`src/sv/hsfd_pkg.sv`:
```
// Shared types, codes and the CRC-8 step for the humidity sensor frame decoder.
// Used by hsfd_convert and the top level; depends on nothing else.
package hsfd_pkg;

	localparam logic [7:0] CRC_POLY = 8'h31;
	localparam logic [7:0] CRC_INIT = 8'hFF;

	// Byte position that closes a frame.
	localparam logic [2:0] LAST_IDX = 3'd5;

	typedef enum logic [1:0] {
		ST_OK     = 2'd0,
		ST_CRC    = 2'd1,
		ST_SENSOR = 2'd2,
		ST_RANGE  = 2'd3
	} status_t;

	// Sensor family codes; the unused code decodes like the one-byte-command family.
	localparam logic [1:0] FAM_ONE_BYTE = 2'd0;
	localparam logic [1:0] FAM_TWO_BYTE = 2'd1;
	localparam logic [1:0] FAM_PACKED   = 2'd2;

	// A complete frame, as handed from the byte collector to the converter.
	typedef struct packed {
		logic [1:0] family;
		logic [7:0] b0;
		logic [7:0] b1;
		logic [7:0] b2;
		logic [7:0] b3;
		logic [7:0] b4;
		logic [7:0] b5;
		logic       word0_ok;
		logic       word1_ok;
	} frame_t;

	function automatic logic [7:0] crc8_step(input logic [7:0] crc, input logic [7:0] b);
		logic [7:0] c;
		c = crc ^ b;
		for (int i = 0; i < 8; i++) begin
			c = c[7] ? ({c[6:0], 1'b0} ^ CRC_POLY) : {c[6:0], 1'b0};
		end
		return c;
	endfunction

endpackage

```
`src/sv/hsfd_convert.sv`:
```
// Converts one complete frame to temperature, humidity and status.
// Purely combinational; depends on hsfd_pkg for the frame struct and codes.
module hsfd_convert (
	input  hsfd_pkg::frame_t  frame,
	output logic signed [14:0] temp_centi,
	output logic [13:0]        humidity_centi,
	output hsfd_pkg::status_t  status
);
	import hsfd_pkg::*;

	// Exact floor(x / 65535) for the products seen here (quotient well below 2^16).
	function automatic logic [15:0] div65535(input logic [31:0] x);
		logic [32:0] s;
		s = {1'b0, x} + 33'(x[31:16]) + 33'd1;
		return s[31:16];
	endfunction

	logic [15:0] rt, rh;
	logic [19:0] raw_h, raw_t;

	logic [30:0] f0_tprod, f0_hprod;
	logic [15:0] f0_tq, f0_hq;
	logic signed [15:0] f0_temp;
	logic [13:0] f0_hum;

	logic [28:0] f1_tprod;
	logic [25:0] f1_hprod;
	logic signed [15:0] f1_temp;

	logic [34:0] f2_tprod;
	logic [33:0] f2_hprod;
	logic signed [15:0] f2_temp;
	logic        f2_sensor_ok, f2_in_range;

	assign rt    = {frame.b0, frame.b1};
	assign rh    = {frame.b3, frame.b4};
	assign raw_h = {frame.b1, frame.b2, frame.b3[7:4]};
	assign raw_t = {frame.b3[3:0], frame.b4, frame.b5};

	// One-byte-command family: linear scaling over full scale 65535.
	assign f0_tprod = 31'(rt) * 31'd17500;
	assign f0_hprod = 31'(rh) * 31'd12500;
	assign f0_tq    = div65535({1'b0, f0_tprod});
	assign f0_hq    = div65535({1'b0, f0_hprod});
	assign f0_temp  = $signed(f0_tq) - 16'sd4500;

	always_comb begin
		if (f0_hq < 16'd600) begin
			f0_hum = '0;
		end else if (f0_hq > 16'd10600) begin
			f0_hum = 14'd10000;
		end else begin
			f0_hum = 14'(f0_hq - 16'd600);
		end
	end

	// Two-byte-command family: fixed shift formulas, no range check.
	assign f1_tprod = 29'(rt) * 29'd4375;
	assign f1_hprod = 26'(rh) * 26'd625;
	assign f1_temp  = $signed({1'b0, f1_tprod[28:14]}) - 16'sd4500;

	// Packed family: 20-bit fields over 2^20.
	assign f2_tprod     = 35'(raw_t) * 35'd20000;
	assign f2_hprod     = 34'(raw_h) * 34'd10000;
	assign f2_temp      = $signed({1'b0, f2_tprod[34:20]}) - 16'sd5000;
	assign f2_sensor_ok = (frame.b0 & 8'h98) == 8'h18;
	// Valid window is -40..90 C, i.e. 52429 <= raw_t <= 734003.
	assign f2_in_range  = (raw_t > 20'd52428) && (raw_t < 20'd734004);

	always_comb begin
		temp_centi     = '0;
		humidity_centi = '0;
		status         = ST_OK;
		case (frame.family)
			FAM_PACKED: begin
				if (!f2_sensor_ok) begin
					status = ST_SENSOR;
				end else if (!f2_in_range) begin
					status = ST_RANGE;
				end else begin
					temp_centi     = f2_temp[14:0];
					humidity_centi = f2_hprod[33:20];
				end
			end
			FAM_TWO_BYTE: begin
				if (!frame.word0_ok || !frame.word1_ok) begin
					status = ST_CRC;
				end else begin
					temp_centi     = f1_temp[14:0];
					humidity_centi = f1_hprod[25:12];
				end
			end
			default: begin
				// The temperature window can never be left with a 16-bit raw value.
				if (!frame.word0_ok || !frame.word1_ok) begin
					status = ST_CRC;
				end else begin
					temp_centi     = f0_temp[14:0];
					humidity_centi = f0_hum;
				end
			end
		endcase
	end

endmodule

```
`src/sv/humidity_sensor_frame_decoder_top.sv`:
```
// Top level of the humidity sensor frame decoder: byte collection, CRC, output register.
// Depends on hsfd_pkg and hsfd_convert.
//
//  channel  | handshake            | payload
//  ---------+----------------------+------------------------------------------
//  in       | in_valid / in_stall  | rx_byte[7:0], frame_start
//  out      | out_valid / out_stall| temp_centi[14:0], humidity_centi[13:0], status[1:0]
//  config   | cfg_wr_en            | cfg_wr_data[1:0] (sensor family)
//
// One byte is accepted per cycle while in_stall is low. The sixth byte of a frame goes
// to a frame register, and its result moves on to the output register once that register
// can take it. in_stall rises only while both the frame register and the output
// register are full and out_stall is high. Reset clears the byte count, the CRC, valid
// flags and the family; held bytes are not reset.
module humidity_sensor_frame_decoder_top (
	input  logic                clk,
	input  logic                arst_n,
	input  logic                cfg_wr_en,
	input  logic [1:0]          cfg_wr_data,
	input  logic                in_valid,
	output logic                in_stall,
	input  logic [7:0]          rx_byte,
	input  logic                frame_start,
	output logic                out_valid,
	input  logic                out_stall,
	output logic signed [14:0]  temp_centi,
	output logic [13:0]         humidity_centi,
	output logic [1:0]          status
);
	import hsfd_pkg::*;

	logic [1:0] family_q;
	logic [2:0] cnt_q;
	logic [7:0] crc_q;
	logic       word0_ok_q;
	logic [7:0] held_q [5];

	logic       in_acc;
	logic [2:0] idx;
	logic       out_ready;

	logic       valid_s1;
	frame_t     frame_s1;

	logic              out_valid_q;
	logic signed [14:0] temp_q;
	logic [13:0]       hum_q;
	status_t           status_q;

	logic signed [14:0] conv_temp;
	logic [13:0]       conv_hum;
	status_t           conv_status;

	assign out_ready = !out_valid_q || !out_stall;
	assign in_stall  = valid_s1 && !out_ready;
	assign in_acc    = in_valid && !in_stall;

	always_comb begin
		idx = frame_start ? 3'd0 : cnt_q;
		if (idx > LAST_IDX) begin
			idx = 3'd0;
		end
	end

	always_ff @(posedge clk or negedge arst_n) begin
		if (!arst_n) begin
			family_q <= FAM_ONE_BYTE;
		end else if (cfg_wr_en) begin
			family_q <= cfg_wr_data;
		end
	end

	// Byte collector. The CRC register restarts at the first byte of each word and the
	// first word's check is kept as a flag once its CRC byte arrives.
	always_ff @(posedge clk or negedge arst_n) begin
		if (!arst_n) begin
			cnt_q      <= '0;
			crc_q      <= CRC_INIT;
			word0_ok_q <= 1'b0;
		end else if (in_acc) begin
			case (idx)
				3'd0, 3'd3: crc_q <= crc8_step(CRC_INIT, rx_byte);
				3'd1, 3'd4: crc_q <= crc8_step(crc_q, rx_byte);
				3'd2:       word0_ok_q <= (crc_q == rx_byte);
				default:    ;
			endcase
			cnt_q <= (idx == LAST_IDX) ? 3'd0 : idx + 3'd1;
		end
	end

	always_ff @(posedge clk) begin
		if (in_acc && idx < LAST_IDX) begin
			held_q[idx] <= rx_byte;
		end
	end

	// Frame register.
	always_ff @(posedge clk or negedge arst_n) begin
		if (!arst_n) begin
			valid_s1 <= 1'b0;
		end else if (in_acc && idx == LAST_IDX) begin
			valid_s1 <= 1'b1;
		end else if (out_ready) begin
			valid_s1 <= 1'b0;
		end
	end

	always_ff @(posedge clk) begin
		if (in_acc && idx == LAST_IDX) begin
			frame_s1.family   <= family_q;
			frame_s1.b0       <= held_q[0];
			frame_s1.b1       <= held_q[1];
			frame_s1.b2       <= held_q[2];
			frame_s1.b3       <= held_q[3];
			frame_s1.b4       <= held_q[4];
			frame_s1.b5       <= rx_byte;
			frame_s1.word0_ok <= word0_ok_q;
			frame_s1.word1_ok <= (crc_q == rx_byte);
		end
	end

	hsfd_convert u_convert (
		.frame          (frame_s1),
		.temp_centi     (conv_temp),
		.humidity_centi (conv_hum),
		.status         (conv_status)
	);

	// Output register.
	always_ff @(posedge clk or negedge arst_n) begin
		if (!arst_n) begin
			out_valid_q <= 1'b0;
		end else if (out_ready) begin
			out_valid_q <= valid_s1;
		end
	end

	always_ff @(posedge clk) begin
		if (out_ready && valid_s1) begin
			temp_q   <= conv_temp;
			hum_q    <= conv_hum;
			status_q <= conv_status;
		end
	end

	assign out_valid      = out_valid_q;
	assign temp_centi     = temp_q;
	assign humidity_centi = hum_q;
	assign status         = status_q;

	a_cnt_bound: assert property (@(posedge clk) disable iff (!arst_n)
		cnt_q <= LAST_IDX)
		else $error("byte count beyond the last frame position");

	a_last_loads: assert property (@(posedge clk) disable iff (!arst_n)
		in_acc && idx == LAST_IDX |=> valid_s1)
		else $error("closing byte did not load the frame register");

	a_fail_zero: assert property (@(posedge clk) disable iff (!arst_n)
		out_valid_q && status_q != ST_OK |-> temp_q == 15'sd0 && hum_q == 14'd0)
		else $error("failed frame carries nonzero readings");

	a_hum_max: assert property (@(posedge clk) disable iff (!arst_n)
		out_valid_q |-> hum_q <= 14'd10000)
		else $error("humidity above full scale");

endmodule

```
`config.mk`:
```
export PLATFORM = sky130hd
export DESIGN_NAME = humidity_sensor_frame_decoder_top
export DESIGN_NICKNAME = d
export VERILOG_FILES = /design/src/sv/hsfd_pkg.sv /design/src/sv/hsfd_convert.sv /design/src/sv/humidity_sensor_frame_decoder_top.sv
export SDC_FILE = /design/constraint.sdc
export NUM_CORES = 1
export LEC_CHECK = 0
export ABC_AREA = 0
export ABC_CLOCK_PERIOD_IN_PS = 16500
export BUFFER_PORTS_ARGS = -buffer_cell sky130_fd_sc_hd__buf_2
export CAP_MARGIN = 10
export CORE_MARGIN = 1
export CORE_UTILIZATION = 40
export DETAILED_ROUTE_END_ITERATION = 6
export PLACE_DENSITY_LB_ADDON = 0.1
export SLEW_MARGIN = 30
export SYNTH_ARGS = -nofsm -noshare
export SYNTH_HDL_FRONTEND = slang
export SYNTH_HIERARCHICAL = 1
export SYNTH_SLANG_ARGS = --single-unit
```
`constraint.sdc`:
```
create_clock -name clk -period 16.5 [get_ports clk]
set_clock_uncertainty 0.05 [all_clocks]
set_input_delay 0.825 -clock clk [delete_from_list [all_inputs] [get_ports clk]]
set_output_delay 0.825 -clock clk [all_outputs]
set_load 0.02 [all_outputs]
```
After elaboration in Yosys (flattened, before gate mapping)
Memories as Yosys holds them, arrays and structs flattened. A register that Yosys moved wholly into a read port is not among the register bits.
Cells that the tools add are included.
{"block": "classes", "multipliers": 6, "mux": 40, "reduce_logical": 21, "eq_ne": 9, "add_sub_neg": 9, "bitwise": 18, "order_cmp": 6}
{"operator": "6-bit 2-to-1 mux", "count": 16}
{"operator": "14-bit 2-to-1 mux", "count": 6}
{"operator": "20-bit by 10-bit multiplier with 30-bit output, second input constant", "count": 2}
{"operator": "15-bit 2-to-1 mux", "count": 4}
{"operator": "16-bit by 13-bit multiplier with 29-bit output, second input constant", "count": 2}
{"operator": "3-bit NOT", "count": 16}
{"operator": "31-bit by 1-bit adder with 32-bit output, second input constant", "count": 1}
{"operator": "30-bit by 14-bit adder with 31-bit output", "count": 1}
{"operator": "31-bit by 1-bit adder with 31-bit output, second input constant", "count": 1}
{"operator": "31-bit by 15-bit adder with 31-bit output", "count": 1}
{"operator": "15-bit case mux with 2 select lines", "count": 1}
{"operator": "15-bit by 13-bit subtractor with 15-bit output, second input constant", "count": 2}
{"operator": "16-bit by 12-bit multiplier with 28-bit output, second input constant", "count": 1}
{"operator": "14-bit case mux with 2 select lines", "count": 1}
{"operator": "16-bit by 10-bit multiplier with 26-bit output, second input constant", "count": 1}
{"operator": "20-bit by 16-bit greater-than comparator with 1-bit output, second input constant", "count": 1}
{"operator": "20-bit < comparator, second input constant", "count": 1}
{"operator": "16-bit by 14-bit greater-than comparator with 1-bit output, second input constant", "count": 1}
{"operator": "16-bit by 10-bit < comparator with 1-bit output, second input constant", "count": 1}
{"operator": "8-bit case mux with 2 select lines", "count": 1}
{"operator": "15-bit by 14-bit subtractor with 15-bit output, second input constant", "count": 1}
{"operator": "14-bit by 10-bit subtractor with 14-bit output, second input constant", "count": 1}
{"operator": "3-bit by 2-bit == test with 1-bit output, second input constant", "count": 3}
{"operator": "3-bit 2-to-1 mux", "count": 3}
{"operator": "other kinds (19)", "count": 40}
{"block": "totals", "ram_bits": 40, "regBits": 59, "word_cells": 123, "n_memories": 1, "in_bits": 16, "output_inout_bits": 33}
{"memory": "held_q", "depth": 5, "width": 8, "read_ports": 5, "rd_ports_with_merged_regs": 5, "write_ports": 1, "line": "humidity_sensor_frame_decoder_top.sv:36", "source": "logic [7:0] held_q [5];"}

Depth between registers and ports, before layout
{"block": "logic_depth", "word_depth": 18, "ltp_mapped": 36}

Cells and area by module
Netlist, hierarchy kept.
{"mod": "hsfd_convert", "area_each_um2": 17590.6, "cells_per_inst": 2126, "n_inst": 1}
{"mod": "humidity_sensor_frame_decoder_top", "area_each_um2": 5171.2, "cells_per_inst": 286, "n_inst": 1}

Worst setup path after synthesis
OpenSTA, ideal clock, no wires.
{"block": "synth_timing", "path_kind": "flip-flop to flip-flop", "start": "reg, netlist name frame_s1[44]", "end": "reg temp_q[14], in the netlist temp_centi[14] (data pin)", "required_ns": 16.187, "t_arrival_ns": 7.820, "path_stages_with_launch": 36, "path_slack_ns": 8.366, "period_less_slack_ns": 8.134, "path_cell_list": "edfxtp_1 ha_1 inv_1 fa_1 inv_1 ha_1 fa_1 inv_1 fa_1 inv_1 ha_1 buf_2 a211oi_1 o221ai_1 o21ai_0 nand2_1 a311oi_1 o21ai_0 xnor2_1 inv_1 ha_1 and3_1 nand3_1 a211o_1 o21bai_1 nand2_1 nor2_1 nand2_1 xnor2_1 ha_1 nor2_1 or3b_1 a221oi_1 o21ai_1 xnor2_1 o21ai_1"}
{"block": "synth_between", "elab_chain_cells": 6}
{"element": "16-bit by 13-bit multiplier with 29-bit output", "line": "hsfd_convert.sv:41, hsfd_convert.sv:58"}
{"element": "31-bit by 15-bit adder with 31-bit output", "line": "hsfd_convert.sv:14", "source": "s = {1'b0, x} + 33'(x[31:16]) + 33'd1;"}
{"element": "31-bit by 1-bit adder with 31-bit output", "line": "hsfd_convert.sv:14"}
{"element": "15-bit by 14-bit subtractor with 15-bit output", "line": "hsfd_convert.sv:45", "source": "assign f0_temp = $signed(f0_tq) - 16'sd4500;"}
{"element": "15-bit 2-to-1 mux", "line": "hsfd_convert.sv:95", "source": "if (!frame.word0_ok || !frame.word1_ok) begin"}
{"element": "15-bit case mux with 2 select lines (*)", "line": "hsfd_convert.sv:74", "source": "case (frame.family)"}
{"element": "via conv_temp[14]", "line": "humidity_sensor_frame_decoder_top.sv:50", "source": "logic signed [14:0] conv_temp;"}
{"element": "end signal, assigned", "line": "humidity_sensor_frame_decoder_top.sv:140", "source": "temp_q <= conv_temp;"}
{"element": "end, declared", "line": "humidity_sensor_frame_decoder_top.sv:46", "source": "logic signed [14:0] temp_q;"}
The timed path passes the listed nets; every way through them passes the cells marked *.
A chain may end at the register's enable or synchronous reset.

Worst setup path in the final report
{"block": "layout_timing", "start": "reg, netlist name frame_s1[45]", "end": "reg temp_q[14], in the netlist temp_centi[14] (data pin)"}
{"block": "layout_between", "elab_chain_cells": 6}
{"element": "16-bit by 13-bit multiplier with 29-bit output", "line": "hsfd_convert.sv:41, hsfd_convert.sv:58"}
{"element": "31-bit by 15-bit adder with 31-bit output", "line": "hsfd_convert.sv:14"}
{"element": "31-bit by 1-bit adder with 31-bit output", "line": "hsfd_convert.sv:14"}
{"element": "15-bit by 14-bit subtractor with 15-bit output", "line": "hsfd_convert.sv:45"}
{"element": "15-bit 2-to-1 mux", "line": "hsfd_convert.sv:95"}
{"element": "15-bit case mux with 2 select lines (*)", "line": "hsfd_convert.sv:74"}
{"element": "via conv_temp[14]", "line": "humidity_sensor_frame_decoder_top.sv:50"}
Marks and branches as above.

==> flow_metrics.py <==
metrics = {
    "critical_path": {
        "reg2reg_depth": 34,
        "rr_endpoint": "temp_centi[14]",
        "critPathMaxFanout": 9,
        "rrSetupSlack_ps": 7310,
        "startpoint_type": "flip-flop",
        "crit_type": "flip-flop to flip-flop",
        "slowest_stage": "edfxtp_1",
        "arrival_ps": 9330,
        "worst_setup_path_end_kind": "flip-flop",
        "r2r_start": "frame_s1[45]",
        "path_buf_inv": 5,
        "crit_family": "adder cells",
        "slowest_delay_ps": 550,
        "cp_data_required_time_ps": 16640,
    },
    "timing": {
        "max_clock_freq_mhz": 109,
        "hold_violations": 0,
        "slew_headroom_pct": 34.1,
        "setup_viol": 0,
        "period_needed_ps": 9190,
        "slew_violations": 0,
        "finalWorstSetupSlack_ps": 7310,
        "rsz0062_at_grt": "no",
        "fin_setup_tns_ps": 0,
        "tightest_slew_ps": 982,
        "fin_crit_sh_pct": 55.7,
    },
    "cells_and_area": {
        "layout-drive-gt1-share_pct": 5.97,
        "nets": 3122,
        "antenna_cells": 0,
        "area_growth_pct": 7.35,
        "layout_common_cells": "inv_1, ha_1, fa_1, xnor2_1, edfxtp_1",
        "layout_commonest_cell": "inv_1",
    },
    "logic_synthesis": {
        "synth_seq_area_share_pct": 18.0,
        "ys_warn_count": 6,
        "synth.largest_area_cell": "ha_1",
        "syn_area_um2": 22800,
        "async_flop_share_pct": 11.5,
        "yosys-top-cells-area": "ha_1, fa_1, edfxtp_1",
        "synth_fp_nets": 3085,
        "syn_area_per_cell_um2": 9.44,
        "synth_top_cell_area_share_pct": 25.5,
        "syn-instance-count": 2412,
        "synth_flop_cell": "edfxtp_1",
        "synth.distinct_cells": 91,
        "ys_ff_latch": 139,
        "synth_edf_count": 123,
    },
    "floorplanning": {
        "start_util_pct": 40.4,
        "num_rows": 87,
        "ios": 49,
        "dieArea_um2": 57900,
        "die_y_um": 241,
        "dieWidth_um": 241,
        "fp.coreArea_um2": 56300,
    },
    "cts": {
        "htreeDepth": 4,
        "postCtsSetupRepairBufs": 0,
        "cts_tree": "yes",
        "clock_sinks": 139,
        "clkTransAtPathRegs_ps": 80,
        "ctsHoldBuffers": 0,
        "clk_latency_ps": 460,
        "ctsResizeCount": 0,
        "root_buffer": "clkbuf_16",
        "clock_path_buffers": 2,
        "cts_buffers": 17,
    },
    "pwr": {
        "p_comb_share_pct": 62.7,
        "switchingPower_mw": 1.04,
        "power.density_nw_per_um2": 90.8,
        "p_leak_nw": 12.2,
        "pwr-share-clk_pct": 17.1,
        "p_int_mw": 1.18,
        "ir_drop_mv": 0.0776,
        "p_sw_share_pct": 47.0,
        "pwr-share-seq_pct": 20.2,
    },
    "route": {
        "drt_first_pass_iters": 5,
        "wl_mm": 58.9,
        "routed_via_density": 5.12,
        "drcViolationCount": 0,
        "dr_total_vias": 16500,
        "ant_nets": 0,
        "drtIter0Drc": 1000,
        "wl_per_cell_um": 18.3,
    },
    "place": {
        "port_buffers": 48,
        "hpwl_mm": 50.0,
        "pre_cts_ws_ps": 7360,
        "globalplace.congestion": 0.955,
    },
    "global_route": {
        "grt_pass1_wl_mm": 93.3,
        "grt_max_degree": 53,
        "first_global_vias": 16600,
        "track_usage_pct": 21.2,
        "grt_antenna_before_repair": 0,
        "grt_overflow": 0,
    },
    "flow_run": {
        "drv_cap": 0,
    },
    "run_status": {
        "status": "finished, final reports clean",
    },
    "min_path": {
        "hp-class": "input port to async pin",
    },
}
power by group through the flow:
stage	clock network, mW	registers [mW]	logic (mW)
after global placement	0	0.456	1.37
final	0.379	0.449	1.39
after global routing	0.405	0.453	1.55
after floorplan	0	0.434	1.07
after detailed placement	0	0.457	1.37
after CTS	0.393	0.450	1.38
how the worst max path moves through the flow:
stage                 start        endpoint  slack (ps)  cells after the start
5_1_grt        frame_s1[44]  temp_centi[14]        6750                     34
6_report       frame_s1[45]  temp_centi[14]        7310                     34
2_1_floorplan  frame_s1[44]  temp_centi[14]        8370                     35
3_3_place_gp   frame_s1[45]  temp_centi[14]        7570                     34
4_1_cts        frame_s1[45]  temp_centi[14]        7310                     34
3_5_place_dp   frame_s1[44]  temp_centi[14]        7360                     34
cells in the mapped netlist (29+ instances only):
cell and count:
ha_1 464, xor2_1 51, inv_1 594, nand3_1 37, nor3_1 29, fa_1 193, edfxtp_1 123, nor2_1 85
a21oi_1 92, a21o_1 35, nand2_1 85, o21ai_0 69, xnor2_1 123
worst reg2reg max path, delay by kind of cell, from the launching register on:
family	cells	cell delay [ps]
simple gates	8	1380
flops	1	550
fa+ha+maj	8	3120
xor+xnor	3	820
buf+inv	5	400
compound gates	10	2590
registers in the layout (all words and copies together), names as in the netlist:
name / flops
frame_s1: 52
held_q: 40
temp_centi: 15
humidity_centi: 14
crc_q: 8
cnt_q: 3
family_q: 2
status: 2
out_valid: 1
valid_s1: 1
word0_ok_q: 1
final cells by class:
type / count / area, µm²
fill: 5538 / 31800
multi-input combinational: 1639 / 16300
sequential: 139 / 4100
inverter: 595 / 2230
tap: 756 / 946
clock buffer: 17 / 425
timing repair buffer: 57 / 315
clock inverter: 15 / 149
metrics by stage:
step                utilization (%)  power (mW)  cells  hold slack, ps  instance area (µm²)
floorplan                         -        1.50   2412             350                22800
global placement               42.4        1.82   3185             351                23800
detailed placement             42.4        1.83   3186             355                23900
CTS                            43.4        2.23   3218             280                24400
global route                   43.4        2.41   3218             301                24400
finish                         43.4        2.22   3218             320                24400
layer usage:
| metal | part of all wire [%] | track usage, % | vias up |
|---|---|---|---|
| met2 | 45 | 33.2 | 276 |
| met1 | 51 | 31.2 | 7983 |
| li1 | - | - | 8159 |
| met3 | 3.1 | 2.44 | 49 |
| met5 | 0 | 0 | - |
| met4 | 1.2 | 4.44 | 0 |
cells by family (layout without fill, tap and decap cells):
| kind of cell | after synthesis | in the layout | synth area share, % |
|---|---|---|---|
| flip-flops | 139 | 139 | 18.0 |
| multiplexers | 13 | 13 | 0.594 |
| adder cells (fa/ha/maj) | 657 | 657 | 42.5 |
| buffers and inverters | 634 | 684 | 10.7 |
| AND/OR/NAND/NOR | 384 | 384 | 8.67 |
| XOR/XNOR | 180 | 180 | 7.23 |
| AO/OA/AOI/OAI | 405 | 405 | 12.3 |
Note: power is estimated with default switching activity, not from simulation.
